`src/rtl/core/nhqp_pkg.sv`:
```
// shared types, constants and codes of the nvme host queue pair engine
`timescale 1ns / 1ps
package nhqp_pkg;

  localparam int unsigned ADMIN_DEPTH = 16;
  localparam int unsigned IO_DEPTH    = 64;
  localparam int unsigned ADMIN_IW    = $clog2(ADMIN_DEPTH);
  localparam int unsigned IO_IW       = $clog2(IO_DEPTH);

  localparam logic [31:0] DB_BASE = 32'h0000_1000;

  localparam logic CMD_SUBMIT   = 1'b0;
  localparam logic CMD_COMPLETE = 1'b1;
  localparam logic QSEL_ADMIN   = 1'b0;
  localparam logic QSEL_IO      = 1'b1;

  localparam logic REG_STRIDE_EXP = 1'b0;
  localparam logic REG_IO_QID     = 1'b1;

  localparam int unsigned S_TDATA_W = 64;
  localparam int unsigned S_TUSER_W = 2;
  localparam int unsigned M_TDATA_W = 112;

  typedef enum logic [1:0] {
    OUT_NONE       = 2'd0,
    OUT_UNEXPECTED = 2'd1,
    OUT_SUCCESS    = 2'd2,
    OUT_DEV_ERROR  = 2'd3
  } outcome_e;

  typedef struct packed {
    logic [3:0]  stride_exp;
    logic [15:0] io_qid;
  } cfg_t;

  typedef struct packed {
    logic        command;
    logic        queue_sel;
    logic [31:0] cmd_dword0;
    logic [15:0] cqe_status;
    logic [15:0] cqe_ident;
  } in_item_t;

  typedef struct packed {
    logic [5:0]  sq_slot;
    logic [31:0] dword0_out;
    logic [15:0] ident_used;
    logic [31:0] doorbell_offset;
    logic [5:0]  doorbell_value;
    logic        doorbell_write;
    outcome_e    outcome;
    logic [2:0]  status_type;
    logic [7:0]  status_value;
  } result_t;

endpackage

```
`src/rtl/core/nhqp_cfg_regs.sv`:
```
// apb configuration registers: doorbell stride exponent and i/o queue id
`timescale 1ns / 1ps
module nhqp_cfg_regs (
  input  logic                clk_i,
  input  logic                rst_ni,
  input  logic                psel,
  input  logic                penable,
  input  logic                pwrite,
  input  logic [2:0]          paddr,
  input  logic [31:0]         pwdata,
  output logic [31:0]         prdata,
  output logic                pready,
  output nhqp_pkg::cfg_t      cfg_o
);
  import nhqp_pkg::*;

  logic [3:0]  stride_exp_q, stride_exp_d;
  logic [15:0] io_qid_q, io_qid_d;
  logic        wr_en;

  assign pready = 1'b1;
  assign wr_en  = psel & penable & pwrite & pready;

  always_comb begin
    stride_exp_d = stride_exp_q;
    io_qid_d     = io_qid_q;
    if (wr_en) begin
      unique case (paddr[2])
        REG_STRIDE_EXP: stride_exp_d = pwdata[3:0];
        REG_IO_QID:     io_qid_d     = pwdata[15:0];
        default:        ;
      endcase
    end
  end

  always_ff @(posedge clk_i or negedge rst_ni) begin
    if (!rst_ni) begin
      stride_exp_q <= 4'd0;
      io_qid_q     <= 16'd1;
    end else begin
      stride_exp_q <= stride_exp_d;
      io_qid_q     <= io_qid_d;
    end
  end

  always_comb begin
    unique case (paddr[2])
      REG_STRIDE_EXP: prdata = {28'd0, stride_exp_q};
      REG_IO_QID:     prdata = {16'd0, io_qid_q};
      default:        prdata = 32'd0;
    endcase
  end

  assign cfg_o.stride_exp = stride_exp_q;
  assign cfg_o.io_qid     = io_qid_q;

endmodule

```
`src/rtl/core/nhqp_core.sv`:
```
// queue indices, phase tags, identifiers and result logic of one item
`timescale 1ns / 1ps
module nhqp_core (
  input  logic                clk_i,
  input  logic                rst_ni,
  input  nhqp_pkg::cfg_t      cfg_i,
  input  nhqp_pkg::in_item_t  item_i,
  input  logic                fire_i,
  output nhqp_pkg::result_t   res_o
);
  import nhqp_pkg::*;

  logic [ADMIN_IW-1:0] admin_tail_q, admin_tail_d, admin_head_q, admin_head_d;
  logic [IO_IW-1:0]    io_tail_q, io_tail_d, io_head_q, io_head_d;
  logic                admin_phase_q, admin_phase_d, io_phase_q, io_phase_d;
  logic [15:0]         ident_q, ident_d;
  logic [15:0]         pending_q [2];
  logic [15:0]         pending_d [2];

  logic [ADMIN_IW-1:0] admin_tail_nx, admin_head_nx;
  logic [IO_IW-1:0]    io_tail_nx, io_head_nx;
  logic                admin_head_wrap, io_head_wrap;
  logic                sel, cur_phase, phase_ok;
  logic [15:0]         qid;
  logic [7:0]          code;
  logic [5:0]          new_tail6, new_head6, slot6;

  function automatic logic [31:0] db_offset(input logic [3:0] exp_v, input logic [15:0] qid_v,
                                            input logic is_head);
    logic [31:0] idx;
    idx = {15'd0, qid_v, is_head};
    return DB_BASE + (idx << ({1'b0, exp_v} + 5'd2));
  endfunction

  // index bumps with wrap at queue depth
  assign admin_tail_nx   = (admin_tail_q == ADMIN_IW'(ADMIN_DEPTH - 1)) ? '0 : admin_tail_q + 1'b1;
  assign admin_head_wrap = (admin_head_q == ADMIN_IW'(ADMIN_DEPTH - 1));
  assign admin_head_nx   = admin_head_wrap ? '0 : admin_head_q + 1'b1;
  assign io_tail_nx      = (io_tail_q == IO_IW'(IO_DEPTH - 1)) ? '0 : io_tail_q + 1'b1;
  assign io_head_wrap    = (io_head_q == IO_IW'(IO_DEPTH - 1));
  assign io_head_nx      = io_head_wrap ? '0 : io_head_q + 1'b1;

  assign sel       = item_i.queue_sel;
  assign qid       = (sel == QSEL_IO) ? cfg_i.io_qid : 16'd0;
  assign cur_phase = (sel == QSEL_IO) ? io_phase_q : admin_phase_q;
  assign phase_ok  = (item_i.cqe_status[0] == cur_phase);
  assign code      = item_i.cqe_status[8:1];
  assign slot6     = (sel == QSEL_IO) ? 6'(32'(io_tail_q)) : 6'(32'(admin_tail_q));
  assign new_tail6 = (sel == QSEL_IO) ? 6'(32'(io_tail_nx)) : 6'(32'(admin_tail_nx));
  assign new_head6 = (sel == QSEL_IO) ? 6'(32'(io_head_nx)) : 6'(32'(admin_head_nx));

  always_comb begin
    admin_tail_d  = admin_tail_q;
    admin_head_d  = admin_head_q;
    admin_phase_d = admin_phase_q;
    io_tail_d     = io_tail_q;
    io_head_d     = io_head_q;
    io_phase_d    = io_phase_q;
    ident_d       = ident_q;
    pending_d     = pending_q;
    res_o         = '0;
    res_o.outcome = OUT_NONE;

    if (item_i.command == CMD_SUBMIT) begin
      res_o.sq_slot         = slot6;
      res_o.dword0_out      = {ident_q, item_i.cmd_dword0[15:0]};
      res_o.ident_used      = ident_q;
      res_o.doorbell_offset = db_offset(cfg_i.stride_exp, qid, 1'b0);
      res_o.doorbell_value  = new_tail6;
      res_o.doorbell_write  = 1'b1;
      if (fire_i) begin
        ident_d        = ident_q + 16'd1;
        pending_d[sel] = ident_q;
        if (sel == QSEL_IO) io_tail_d = io_tail_nx;
        else admin_tail_d = admin_tail_nx;
      end
    end else if (phase_ok) begin
      res_o.doorbell_offset = db_offset(cfg_i.stride_exp, qid, 1'b1);
      res_o.doorbell_value  = new_head6;
      res_o.doorbell_write  = 1'b1;
      res_o.status_type     = item_i.cqe_status[11:9];
      res_o.status_value    = code;
      if (item_i.cqe_ident != pending_q[sel]) res_o.outcome = OUT_UNEXPECTED;
      else if (code != 8'd0) res_o.outcome = OUT_DEV_ERROR;
      else res_o.outcome = OUT_SUCCESS;
      if (fire_i) begin
        if (sel == QSEL_IO) begin
          io_head_d  = io_head_nx;
          io_phase_d = io_phase_q ^ io_head_wrap;
        end else begin
          admin_head_d  = admin_head_nx;
          admin_phase_d = admin_phase_q ^ admin_head_wrap;
        end
      end
    end
  end

  always_ff @(posedge clk_i or negedge rst_ni) begin
    if (!rst_ni) begin
      admin_tail_q  <= '0;
      admin_head_q  <= '0;
      admin_phase_q <= 1'b1;
      io_tail_q     <= '0;
      io_head_q     <= '0;
      io_phase_q    <= 1'b1;
      ident_q       <= 16'd0;
      pending_q[0]  <= 16'd0;
      pending_q[1]  <= 16'd0;
    end else begin
      admin_tail_q  <= admin_tail_d;
      admin_head_q  <= admin_head_d;
      admin_phase_q <= admin_phase_d;
      io_tail_q     <= io_tail_d;
      io_head_q     <= io_head_d;
      io_phase_q    <= io_phase_d;
      ident_q       <= ident_d;
      pending_q     <= pending_d;
    end
  end

  a_ident_bump: assert property (@(posedge clk_i) disable iff (!rst_ni)
    fire_i && item_i.command == CMD_SUBMIT |=> ident_q == $past(ident_q) + 16'd1)
    else $error("identifier counter did not advance on a submit");

  a_admin_phase_wrap: assert property (@(posedge clk_i) disable iff (!rst_ni)
    !$stable(admin_phase_q) |-> admin_head_q == '0)
    else $error("admin phase toggled without head wrap");

  a_io_phase_wrap: assert property (@(posedge clk_i) disable iff (!rst_ni)
    !$stable(io_phase_q) |-> io_head_q == '0)
    else $error("i/o phase toggled without head wrap");

  a_consume_db: assert property (@(posedge clk_i) disable iff (!rst_ni)
    res_o.outcome != OUT_NONE |-> res_o.doorbell_write && item_i.command == CMD_COMPLETE)
    else $error("consumed entry without head doorbell");

endmodule

```
`src/rtl/core/nvme_host_queue_pair_engine.sv`:
```
// top level: stream ports, input register, result register and configuration port
// path: a beat accepted on the slave side passes the input register, then the result register
// throughput: one beat per cycle while the master side does not stall
// a stalled master side holds the result; one more beat is still taken into the input register
// reset: asynchronous active low; indices cleared, phases set to one, identifiers zero
// reset also restores stride exponent zero and i/o queue id one
`timescale 1ns / 1ps
module nvme_host_queue_pair_engine (
  input  logic         clk_i,
  input  logic         rst_ni,
  input  logic         s_axis_tvalid,
  output logic         s_axis_tready,
  // cmd_dword0[31:0], cqe_status[47:32], cqe_ident[63:48]
  input  logic [nhqp_pkg::S_TDATA_W-1:0] s_axis_tdata,
  // command[0], queue_sel[1]
  input  logic [nhqp_pkg::S_TUSER_W-1:0] s_axis_tuser,
  output logic         m_axis_tvalid,
  input  logic         m_axis_tready,
  // sq_slot[5:0], dword0_out[37:6], ident_used[53:38], doorbell_offset[85:54],
  // doorbell_value[91:86], doorbell_write[92], outcome[94:93], status_type[97:95],
  // status_value[105:98], zero fill up to bit 111
  output logic [nhqp_pkg::M_TDATA_W-1:0] m_axis_tdata,
  input  logic         psel,
  input  logic         penable,
  input  logic         pwrite,
  input  logic [2:0]   paddr,
  input  logic [31:0]  pwdata,
  output logic [31:0]  prdata,
  output logic         pready
);
  import nhqp_pkg::*;

  cfg_t     cfg;
  in_item_t in_q, in_d;
  result_t  res_q, res_comb;
  logic     in_vld_q, in_vld_d, res_vld_q, res_vld_d;
  logic     adv, s_fire;

  nhqp_cfg_regs u_cfg (
    .clk_i   (clk_i),
    .rst_ni  (rst_ni),
    .psel    (psel),
    .penable (penable),
    .pwrite  (pwrite),
    .paddr   (paddr),
    .pwdata  (pwdata),
    .prdata  (prdata),
    .pready  (pready),
    .cfg_o   (cfg)
  );

  // item moves from input register to result register
  assign adv           = in_vld_q & (~res_vld_q | m_axis_tready);
  assign s_axis_tready = ~in_vld_q | adv;
  assign s_fire        = s_axis_tvalid & s_axis_tready;

  always_comb begin
    in_d            = in_q;
    in_d.command    = s_axis_tuser[0];
    in_d.queue_sel  = s_axis_tuser[1];
    in_d.cmd_dword0 = s_axis_tdata[31:0];
    in_d.cqe_status = s_axis_tdata[47:32];
    in_d.cqe_ident  = s_axis_tdata[63:48];
    in_vld_d        = s_fire | (in_vld_q & ~adv);
    res_vld_d       = adv | (res_vld_q & ~m_axis_tready);
  end

  nhqp_core u_core (
    .clk_i  (clk_i),
    .rst_ni (rst_ni),
    .cfg_i  (cfg),
    .item_i (in_q),
    .fire_i (adv),
    .res_o  (res_comb)
  );

  always_ff @(posedge clk_i or negedge rst_ni) begin
    if (!rst_ni) begin
      in_vld_q  <= 1'b0;
      res_vld_q <= 1'b0;
    end else begin
      in_vld_q  <= in_vld_d;
      res_vld_q <= res_vld_d;
    end
  end

  always_ff @(posedge clk_i) begin
    if (s_fire) in_q <= in_d;
    if (adv) res_q <= res_comb;
  end

  assign m_axis_tvalid = res_vld_q;
  assign m_axis_tdata  = {6'd0, res_q.status_value, res_q.status_type, res_q.outcome,
                          res_q.doorbell_write, res_q.doorbell_value, res_q.doorbell_offset,
                          res_q.ident_used, res_q.dword0_out, res_q.sq_slot};

endmodule
```
`config.mk`:
```
export PLATFORM = sky130hd
export DESIGN_NAME = nvme_host_queue_pair_engine
export DESIGN_NICKNAME = d
export VERILOG_FILES = /design/src/rtl/core/nhqp_pkg.sv /design/src/rtl/core/nhqp_cfg_regs.sv /design/src/rtl/core/nhqp_core.sv /design/src/rtl/core/nvme_host_queue_pair_engine.sv
export SDC_FILE = /design/constraint.sdc
export NUM_CORES = 1
export LEC_CHECK = 0
export ABC_AREA = 1
export BUFFER_PORTS_ARGS = -buffer_cell sky130_fd_sc_hd__buf_2
export CORE_AREA = 2 2 168 170
export CTS_CLUSTER_SIZE = 24
export DETAILED_ROUTE_END_ITERATION = 16
export DIE_AREA = 0 0 170 172
export PLACE_DENSITY = 0.72
export SLEW_MARGIN = 5
export SYNTH_ARGS = -nofsm -noshare
export SYNTH_HDL_FRONTEND = slang
export SYNTH_HIERARCHICAL = 1
export SYNTH_SLANG_ARGS = --single-unit
```
`constraint.sdc`:
```
create_clock -name clk_i -period 24.2 [get_ports clk_i]
set_input_delay 1.21 -clock clk_i [delete_from_list [all_inputs] [get_ports clk_i]]
set_output_delay 1.21 -clock clk_i [all_outputs]
set_load 0.01 [all_outputs]
```
## Yosys cells after proc, flatten, opt, wreduce, memory -nomap -nowiden

Index checks and enable logic that the tools add are counted.

- Bits in registers: 244
- Input port bits: 108
- Output and inout bits: 147
- Logic and storage cells: 100

- Add/subtract/negate cells: 8
- Magnitude comparators: 2
- Eq/ne operators: 6
- Shift-type cells: 2
- Mux-type cells: 20
- Bitwise operators: 21
- Reduce and logical (&&, ||, !) cells: 12

Operator list:

| operator | number |
|---|---|
| $mux 16 | 5 |
| $add 13x32->32 const A | 2 |
| $pmux 32 s2 | 1 |
| $shl 17x5->32 | 2 |
| $mux 52 | 1 |
| $mux 39 | 1 |
| $bwmux 32 | 1 |
| $mux 6 | 4 |
| $add 16x1->16 const B | 1 |
| $demux 16 s1 | 1 |
| $ne 16x16->1 | 1 |
| $add 6x1->6 const B | 2 |
| $eq 6x6->1 const B | 2 |
| $mux 4 | 3 |
| $add 4x1->4 const B | 2 |
| $eq 4x4->1 const B | 2 |
| $not 1->1 | 8 |
| $reduce_and 2->1 | 4 |
| $reduce_and 4->1 | 2 |
| $reduce_bool 8->1 | 1 |
| $and 1x1->1 | 6 |
| $reduce_and 3->1 | 2 |
| $add 4x2->5 const B | 1 |
| $or 1x1->1 | 4 |
| 10 further kinds | 12 |

## Logic depth before layout (Yosys ltp)

- Depth in word-level cells: 8
- Gate-level depth with buffers: 20
- Depth with buffers taken out: 19

## Modules after synthesis

Netlist, hierarchy kept.

Modules (own cells, without submodules):

| module | instances | cells each | area an instance (µm²) | seq. area each (µm²) |
|---|---|---|---|---|
| nhqp_core | 1 | 1120 | 6880.3 | 1754.2 |
| nvme_host_queue_pair_engine | 1 | 191 | 5308.8 | 5215.0 |
| nhqp_cfg_regs | 1 | 148 | 1141.1 | 501.7 |

## Worst setup path before layout

OpenSTA, ideal clock, no wires.

- Kind: input to register
- From: input m_axis_tready
- To: register u_core.ident_q[12]
- Library setup time: 0.123 ns
- Data arrival time: 9.035 ns
- Data required time: 24.077 ns
- Path slack: 15.042 ns
- Cell stages on the path: 10
- Buffers on the path: 0
- Cells stage by stage: inv_2 a21oi_1 inv_1 nor2_1 nand2_1 nor3_1 nand2_1 nor3_1 nand3_1 xor2_1

- Cells in the longest elaborated chain, start to end: 3

Ends and longest elaborated chain:

| what | line | RTL |
|---|---|---|
| from (decl) | nvme_host_queue_pair_engine.sv:18 | `input logic m_axis_tready,` |
| $or 1x1->1 | nvme_host_queue_pair_engine.sv:53 | `assign adv = in_vld_q & (~res_vld_q \| m_axis_tready);` |
| $and 1x1->1 | nvme_host_queue_pair_engine.sv:53 |  |
| named net adv | nvme_host_queue_pair_engine.sv:37 | `logic adv, s_fire;` |
| $reduce_and 2->1 (no line) | n/a |  |
| to (signal assigned) | nhqp_core.sv:116 | `ident_q <= ident_d;` |
| to (decl) | nhqp_core.sv:16 | `logic [15:0] ident_q, ident_d;` |

The timed path passes the listed nets, and every way through them passes these cells.
A chain may end at the register's enable or synchronous reset.

==> flow_summary.json <==
{
  "status": "complete, no violations",
  "grt_pass1_wl_um": 48900,
  "grt_use_total": 0.212,
  "grt_setup_unrepaired": "false",
  "hold_viol": 0,
  "fin_setup_tns_ps": 0,
  "min_from": "u_core/pending_q[17]",
  "crit_type": "flip-flop to flip-flop",
  "postRouteAntennaNets": 0,
  "whs_path_depth": 2,
  "drt_wl_total_um": 31700,
  "vias": 10200,
  "nets": 1710,
  "dr.pass1.iters": 8,
  "r2r_slack_ps": 19910,
  "worst_pin_slew_ps": 1100,
  "cts.hold.buffers_added": 0,
  "place_ws_ps": 19990,
  "die_x_um": 170,
  "max_cap_viol_count": 0,
  "drtIter0Drc": 1069,
  "wl_per_cell_um": 16.1,
  "reg2reg_from": "u_cfg/stride_exp_q[1]",
  "clkLatencyLatePin_ps": 540,
  "rr_endpoint": "m_axis_tdata[82]",
  "synthCells": 1439,
  "reg2regPathDepth": 17,
  "synth_warnings": 6,
  "critPathArrivalTime_ps": 4580,
  "drc": 0,
  "fmax_ghz": 0.233,
  "ir_worst_vdd_uv": 59.3,
  "cts_max_level": 1,
  "grt_start_max_net_pins": 73,
  "cts_root_buffer": "clkbuf_16",
  "die_h_um": 172,
  "setup_viol": 0,
  "area_delta_synth_final_pct": 14.4,
  "maxSlewViolCount": 0,
  "whs_ps": 486,
  "clkTransAtPathRegs_ps": 60,
  "cts_made_buffers": 26,
  "cts_setup_buffers": 0,
  "endpoint_kind": "flip-flop",
  "fin_crit_sh": 0.177,
  "setup_slack_ps": 19910,
  "startpoint_type": "flip-flop",
  "drive_above_1_share": 0.204,
  "overflow": 0,
  "dp_hpwl_um": 22500,
  "holdPathEnd": "u_core/pending_q[17]",
  "pwr_density_cell_nw_per_um2": 93.8,
  "grt_pass1_vias": 9342,
  "core_area_um2": 27500,
  "vias_per_cell": 5.21,
  "path_max_fanout": 32,
  "fin_skew_ps": 9.94,
  "clock_path_buffers": 3,
  "cts_tree": "built",
  "cts_num_sinks": 244,
  "cts_resized": 0,
  "place.gp.congestion": 0.927,
  "antenna_found_initial": 1,
  "io_pins": 255,
  "port-buffer-count": 193,
  "start_util": 0.463,
  "required_ps": 24490,
  "syn-cell-area_um2": 12700,
  "max_slew_margin": 0.268,
  "postSynthAreaPerCell_um2": 8.85,
  "die_area_um2": 29200,
  "p_leak_nw": 6.85,
  "fin_crit_ps": 4290,
  "hold_class": "flip-flop to flip-flop",
  "rows": 61
}
[worst max-delay path: stages (launching register included)]
cell and delay (ps):
dfrtp_1 960, ha_1 370, buf_4 240, inv_1 520, nand3_1 310, inv_1 110, o21ai_1 100, nor2_2 220
ha_1 240, inv_1 70, nor2_1 160, nand2_1 130, nor2_2 250, nand2_1 80, nand2_1 60, nand2_1 70
nand2_1 60, nand2_1 60
[placed cells by master (no fill, tap or decap), types with 2 or more instances in the layout]
master / count
xor2_1: 35
inv_1: 115
nor2_1: 105
bufinv_16: 2
o32ai_1: 2
nand3b_1: 3
clkbuf_16: 27
dfstp_2: 3
inv_6: 3
clkbuf_8: 3
a21oi_1: 19
xnor2_1: 5
inv_2: 14
nor3_1: 13
dfrtp_1: 89
edfxtp_1: 152
o21ai_2: 2
clkbuf_1: 8
o21ai_0: 66
o21ai_1: 15
nand2_1: 422
nand4_1: 18
clkinv_2: 4
conb_1: 23
o22ai_1: 15
nand3_2: 22
diode_2: 4
buf_2: 192
a211oi_1: 2
nand3_1: 154
clkinv_1: 4
ha_1: 8
nand2_2: 13
nor2_2: 14
o211ai_1: 2
nor2_4: 11
a31oi_1: 2
buf_4: 9
[power breakdown]
group | total [mW] | switching [mW] | internal, mW
registers | 0.566 | 0.0441 | 0.522
logic | 0.402 | 0.276 | 0.125
clock network | 0.399 | 0.162 | 0.237
total | 1.37 | 0.482 | 0.885
[sequential cells by signal, indices dropped and copies added (netlist names), 4 cells and up]
signal               cells
u_core/admin_tail_q      4
u_core/io_tail_q         6
u_core/pending_q        32
m_axis_tdata           106
u_cfg/io_qid_q          16
u_core/ident_q          16
u_core/admin_head_q      4
in_q                    46
u_cfg/stride_exp_q       4
u_core/io_head_q         6
[stage by stage]
step	instance area, µm²	power, mW	cells	util
final	14600	1.37	1964	0.530
after global routing	14600	1.45	1961	0.530
after CTS	14600	1.37	1960	0.530
after detailed placement	13700	0.969	1912	0.498
after global placement	13700	0.962	1912	0.498
after floorplan	12800	0.861	1459	-
[worst max-delay path by stage]
stage,to,start,cells after the start
after floorplan,u_core/ident_q[12],m_axis_tready,10
after global placement,m_axis_tdata[82],u_cfg/stride_exp_q[1],17
after detailed placement,m_axis_tdata[82],u_cfg/stride_exp_q[1],17
after CTS,m_axis_tdata[82],u_cfg/stride_exp_q[1],17
after global routing,m_axis_tdata[74],u_cfg/stride_exp_q[1],15
final,m_axis_tdata[82],u_cfg/stride_exp_q[1],17
[cell type report]
type | count | area, µm²
antenna | 4 | 10.0
multi-input combinational | 987 | 4850
clock buffer | 38 | 747
inverter | 134 | 505
tap | 346 | 433
timing repair buffer | 201 | 1030
clock inverter | 10 | 123
fill | 2516 | 12900
sequential | 244 | 6870
[layer usage]
| layer | GRT usage | up-vias | wire (µm) |
|---|---|---|---|
| met1 | 0.297 | 4811 | 13700 |
| met4 | 0.0543 | 0 | 491 |
| met5 | 0 | - | 0 |
| li1 | - | 5008 | - |
| met3 | 0.0355 | 31 | 2340 |
| met2 | 0.346 | 373 | 15200 |
Power figures use the tool's default switching activity.
